==> src/rrip_ship_cache_replacement_macros.svh <==
// assertion macros for the rrip replacement block
`ifndef RRIP_SHIP_CACHE_REPLACEMENT_MACROS_SVH
`define RRIP_SHIP_CACHE_REPLACEMENT_MACROS_SVH

`ifndef ASSERT_OFF
// property must hold at every clock edge outside reset
`define RRIP_ASSERT(lbl, clk, rst, prop) \
  lbl: assert property (@(posedge clk) disable iff (rst) prop) \
    else $error("rrip assertion failed");
// expression must never be true outside reset
`define RRIP_ASSERT_NEVER(lbl, clk, rst, expr) \
  lbl: assert property (@(posedge clk) disable iff (rst) !(expr)) \
    else $error("rrip forbidden condition seen");
`else
`define RRIP_ASSERT(lbl, clk, rst, prop)
`define RRIP_ASSERT_NEVER(lbl, clk, rst, expr)
`endif

`endif

==> src/rrip_pkg.sv <==
// shared types and constants of the rrip replacement block
package rrip_pkg;

  localparam int NUM_SETS      = 2048;
  localparam int SET_W         = 11;
  localparam int SIG_W         = 4;
  localparam int SIG_COUNT     = 1 << SIG_W;
  localparam int RRPV_W        = 2;
  localparam int CTR_W         = 2;
  localparam int SEL_W         = 10;
  localparam int LEADER_PERIOD = 64;
  localparam int LEADER_BIT    = $clog2(LEADER_PERIOD) - 1;
  localparam int WAY_IDX_W     = 5;
  localparam int VICTIM_W      = 4;

  localparam logic [SEL_W-1:0] SELECTOR_MAX = 10'd1023;
  localparam logic [SEL_W-1:0] SEL_HALF     = SEL_W'(1023 / 2);

  localparam logic [RRPV_W-1:0] RRPV_DISTANT = 2'd3;
  localparam logic [RRPV_W-1:0] RRPV_LONG    = 2'd2;
  localparam logic [RRPV_W-1:0] RRPV_NEAR    = 2'd0;

  localparam logic [CTR_W-1:0] CTR_MAX   = 2'd3;
  localparam logic [CTR_W-1:0] CTR_MIN   = 2'd0;
  localparam logic [CTR_W-1:0] CTR_RESET = 2'd1;
  localparam logic [CTR_W-1:0] CTR_REUSE = 2'd2;

  localparam logic OP_VICTIM = 1'b0;
  localparam logic OP_UPDATE = 1'b1;

  typedef struct packed {
    logic capture;
    logic wr_back;
    logic load_out;
    logic clear_step;
  } cmd_t;

  typedef struct packed {
    logic is_victim;
    logic out_busy;
    logic clear_last;
  } sts_t;

endpackage

==> src/rrip_ctrl.sv <==
// controller state machine of the rrip replacement block
`include "rrip_ship_cache_replacement_macros.svh"

module rrip_ctrl (
  input  logic           clk,
  input  logic           rst,
  input  logic           item_valid,
  output logic           item_stall,
  output rrip_pkg::cmd_t cmd,
  input  rrip_pkg::sts_t sts
);

  typedef enum logic [2:0] {
    ST_CLEAR = 3'b001,
    ST_IDLE  = 3'b010,
    ST_CALC  = 3'b100
  } state_t;

  state_t state;
  state_t state_next;

  always_ff @(posedge clk) begin
    if (rst) begin
      state <= ST_CLEAR;
    end else begin
      state <= state_next;
    end
  end

  always_comb begin
    state_next = state;
    cmd        = '0;
    case (state)
      ST_CLEAR: begin
        cmd.clear_step = 1'b1;
        if (sts.clear_last) begin
          state_next = ST_IDLE;
        end
      end
      ST_IDLE: begin
        if (item_valid) begin
          cmd.capture = 1'b1;
          state_next  = ST_CALC;
        end
      end
      ST_CALC: begin
        // a victim result waits for the output register to free up
        if (!(sts.is_victim && sts.out_busy)) begin
          cmd.wr_back  = 1'b1;
          cmd.load_out = sts.is_victim;
          state_next   = ST_IDLE;
        end
      end
      default: begin
        state_next = ST_CLEAR;
      end
    endcase
  end

  assign item_stall = (state != ST_IDLE);

  `RRIP_ASSERT(a_capture_to_calc, clk, rst, cmd.capture |=> state == ST_CALC)
  `RRIP_ASSERT(a_clear_done, clk, rst, (state == ST_CLEAR) && sts.clear_last |=> state == ST_IDLE)
  `RRIP_ASSERT(a_no_load_busy, clk, rst, cmd.load_out |-> !sts.out_busy)
  `RRIP_ASSERT(a_calc_holds, clk, rst, (state == ST_CALC) && !cmd.wr_back |=> state == ST_CALC)
  `RRIP_ASSERT_NEVER(a_clear_vs_write, clk, rst, cmd.clear_step && (cmd.wr_back || cmd.capture))

endmodule

==> config.mk <==
export PLATFORM = sky130hd
export DESIGN_NAME = rrip_ctrl
export DESIGN_NICKNAME = d
export VERILOG_FILES = /design/src/rrip_pkg.sv /design/src/rrip_ctrl.sv
export VERILOG_INCLUDE_DIRS = /design/src /design/src/src
export SDC_FILE = /design/constraint.sdc
export NUM_CORES = 1
export LEC_CHECK = 0
export ABC_CLOCK_PERIOD_IN_PS = 1400
export BUFFER_PORTS_ARGS = -buffer_cell sky130_fd_sc_hd__buf_2
export CORE_AREA = 2 2 39 41
export DETAILED_ROUTE_END_ITERATION = 12
export DIE_AREA = 0 0 41 43
export PLACE_DENSITY = 0.34
export SLEW_MARGIN = 20
export SYNTH_ARGS = -nofsm -noshare
export SYNTH_HDL_FRONTEND = slang
export SYNTH_SLANG_ARGS = --single-unit
==> constraint.sdc <==
create_clock -name clk -period 1.4 [get_ports clk]
set_input_delay 0.21 -clock clk [delete_from_list [all_inputs] [get_ports clk]]
set_output_delay 0.21 -clock clk [all_outputs]
set_load 0.02 [all_outputs]
**Yosys cells after proc, flatten, opt, wreduce, memory -nomap -nowiden**

Cells that the tools add are included.

- Equal/unequal tests: 7
- Mux-type cells: 9
- Reduce and logical (&&, ||, !) cells: 2

Operators by type and width:

| operator | count |
|---|---|
| two-way mux 3 bit | 3 |
| case mux 3 bit (3 select lines) | 1 |
| inequality test 2 bit (second input constant) | 3 |
| two-way mux 2 bit | 2 |
| equality test 3 x 1 -> 1 bit (second input constant) | 1 |
| equality test 3 x 2 -> 1 bit (second input constant) | 1 |
| equality test 3 bit (second input constant) | 1 |
| two-way mux 1 bit | 3 |
| inequality test 3 x 2 -> 1 bit (second input constant) | 1 |
| AND reduction 3 bit | 1 |
| logical AND 1 bit | 1 |

- Register bits: 3
- Input port bits: 6
- Output and inout bits: 5

**Longest topological paths before layout**

- Depth in word-level cells: 3
- Mapped depth: 4
- Depth with buffers taken out: 3

**Least setup slack after synthesis**

No wires, ideal clock.

- Path type: register to output
- From: register state[1]
- To: output cmd[1] (netlist bit)
- Arrival: 1.308 ns
- Data required time: 1.190 ns
- Path slack: -0.118 ns
- Stages on the path, launching flop included: 4
- Buffers on the path: 1
- Path through: dfxtp_1 -> buf_2 -> nand2b_1 -> nor4b_1

RTL lines:

| what | line | RTL |
|---|---|---|
| start: declaration | rrip_ctrl.sv:19 | `state_t state;` |
| start signal: assignment | rrip_ctrl.sv:26 | `state <= state_next;` |
| end: declaration | rrip_ctrl.sv:9 | `output rrip_pkg::cmd_t cmd,` |

==> flow_metrics.py <==
metrics = {
    "die": {
        "dieArea_sq_um": 1760,
        "die_width_um": 41,
        "ios": 11,
        "core-area_sq_um": 1380,
        "rows": 14,
        "die_h_um": 43,
        "start_util_pct": 16.5,
    },
    "global_routing": {
        "antenna_found_initial": 0,
        "grt-ovfl-total": 0,
        "grt_util_all_layers_pct": 7.62,
        "grt_max_degree": 11,
        "grt_pass1_vias": 218,
        "grt_pass1_wl_um": 897,
    },
    "yosys": {
        "synth_top_area_share_pct": 26.4,
        "yosys_warnings": 0,
        "muxShareOfSynthArea_pct": 0,
        "syn_area_per_cell_sq_um": 8.43,
        "synth_cell_type_count": 21,
        "yosys.area_share.simple_pct": 40.1,
        "yosysSeqAreaShare_pct": 26.4,
        "synth_top_family_by_area": "simple AND/OR/NAND/NOR gates",
        "synth_nets": 33,
        "synth_fa_ha_area_share_pct": 0,
        "synth_compound_area_share_pct": 17.6,
        "yosys-top-cells-area": "dfxtp_1 26%, or3b_1 7.7%, nor3b_1 6.6%, nand2b_1 5.5%, buf_6 4.9%",
        "synthCells": 27,
        "ys_seq_elements": 3,
        "yosys.area.top_type": "dfxtp_1",
        "synthXorXnorAreaFrac_pct": 3.85,
        "syn-cell-area_sq_um": 228,
    },
    "timing": {
        "fin_worst_skew_ns": 0.00219,
        "period_share_pct": 101,
        "setup_viol_count_final": 1,
        "slew_headroom_pct": 85.5,
        "rsz0062_at_grt": "true",
        "hold_viol": 0,
        "fin_crit_ns": 1.42,
        "worst_slew_pin_slew_ns": 0.217,
        "finalHoldWorstSlack_ns": 0.161,
        "drv_slew": 0,
        "setup_ws_ns": -0.0202,
        "clock.fmax_ghz": 0.704,
        "tns_ns": -0.0202,
    },
    "cts": {
        "clock_sinks": 3,
        "clk_pin_slew_ns": 0.04,
        "hold_buffers": 0,
        "cts_buffers": 3,
        "tritoncts": "built",
        "clockBufferDepth": 2,
        "clkLatencyLatePin_ns": 0.23,
        "htreeDepth": 1,
        "root_buffer": "clkbuf_4",
    },
    "layout": {
        "mostFrequentLayoutCell": "buf_2",
        "area_delta_synth_final_pct": 61.0,
        "antennaDiodeCount": 0,
        "design_area_sq_um": 367,
        "multi_input_area_sq_um": 161,
        "fill_cells": 159,
        "drive_gt1_share_pct": 56.1,
        "final_nets": 48,
        "biggestRegsByFlops": "state: 3 flops",
        "final_util_pct": 26.5,
        "largest_register_ffs": 3,
        "final_cell_mix": "7 x buf_2, 5 x buf_4, 3 x clkbuf_4, 3 x dfxtp_4",
        "largest_register": "state",
        "seq_area_sq_um": 71.3,
    },
    "critical_path": {
        "worstPathArrival_ns": 1.21,
        "worst_setup_path_end_kind": "primary output",
        "critPathKind": "reg -> out",
        "critPathMaxFanout": 8,
        "reg2reg_depth": 3,
        "required_ns": 1.19,
        "cp-start-kind": "flip-flop",
    },
    "run_status": {
        "status": "finished, violations left",
        "violations": "negative setup slack",
    },
    "drt": {
        "routedWlPerCell_um": 9.74,
        "routed_wl_um": 555,
        "drt-vias-per-instance": 4.32,
        "postRouteAntennaNets": 0,
        "drt_iter0_drc": 3,
        "first_pass_iters": 3,
        "vias": 246,
        "drc": 0,
    },
    "worst_hold_path": {
        "min_path_cells": 2,
        "hold_class": "in -> reg",
    },
    "power_and_ir_drop": {
        "powerDensity_nw_per_um2": 926,
        "ir_drop_mv": 0.247,
        "finalPower_mw": 0.339,
        "p_leak_nw": 0.144,
    },
    "placed_design": {
        "hpwl_um": 398,
        "placement.io_buffers": 10,
        "place.gp.congestion": 0.709,
        "placed_cell_area_sq_um": 290,
    },
    "flow_run": {
        "drv_cap": 0,
    },
}
layout make-up:
| type | instances | area share, % |
|---|---|---|
| timing repair buffer | 13 | 22.9 |
| inverter | 1 | 1.02 |
| tap | 16 | 5.46 |
| sequential | 3 | 19.5 |
| multi-input combinational | 20 | 44.0 |
| clock buffer | 4 | 7.17 |
synthesized netlist by cell type:
cell type and n:
dfxtp_1 3, nand2b_1 2, nor3_1 2, nor3b_1 2
or3b_1 2, a211oi_1 1, a21oi_1 1, a31oi_1 1
and3b_1 1, buf_2 1, buf_4 1, buf_6 1
inv_1 1, nand4b_1 1, nor2_1 1, nor2b_1 1
nor4b_1 1, o21ai_0 1, o2bb2ai_1 1, o31ai_1 1
xnor2_1 1
where the power goes:
part	switching [mW]	internal, mW
clock network	0.0444	0.107
logic	0.0384	0.0422
registers	0.0144	0.0932
logic make-up (layout without fill, tap and decap cells):
logic type      count (synthesis)  count (layout)
buf+inv                         4              18
xor+xnor                        1               1
simple gates                   13              13
flops                           3               3
compound gates                  6               6
worst max-delay path: stages (launching register included):
cell and delay [ns]:
dfxtp_4 0.36, or3b_4 0.41, nor2_4 0.09, buf_6 0.11
layer usage:
layer	track usage, %	routed length [um]
met5	0	0
met4	6.00	17
met3	2.09	19
met2	10.6	249
met1	9.27	269
per-stage QoR:
step,setup slack [ns],instances
6_report,-0.0202,57
3_3_place_gp,0.143,51
3_5_place_dp,0.132,51
4_1_cts,-0.0378,55
2_1_floorplan,0.0281,27
5_1_grt,-0.0654,57
path summary, 6_finish.rpt:
| check | from | endpoint | slack (ns) |
|---|---|---|---|
| worst min register to register | state[0] | state[2] | 0.50 |
| worst max-delay path | state[2] | cmd[3] | -0.02 |
| worst max register to register | state[0] | state[1] | 0.33 |
| worst min-delay path | rst | state[1] | 0.16 |
repair_timing:
action | CTS | global route
cloned | 0 | 0
endpoints found under the setup margin | 5 | 4
pin swaps | 0 | 1
setup buffers | 0 | 2
resized for setup | 6 | 7
Power figures use the tool's default switching activity.
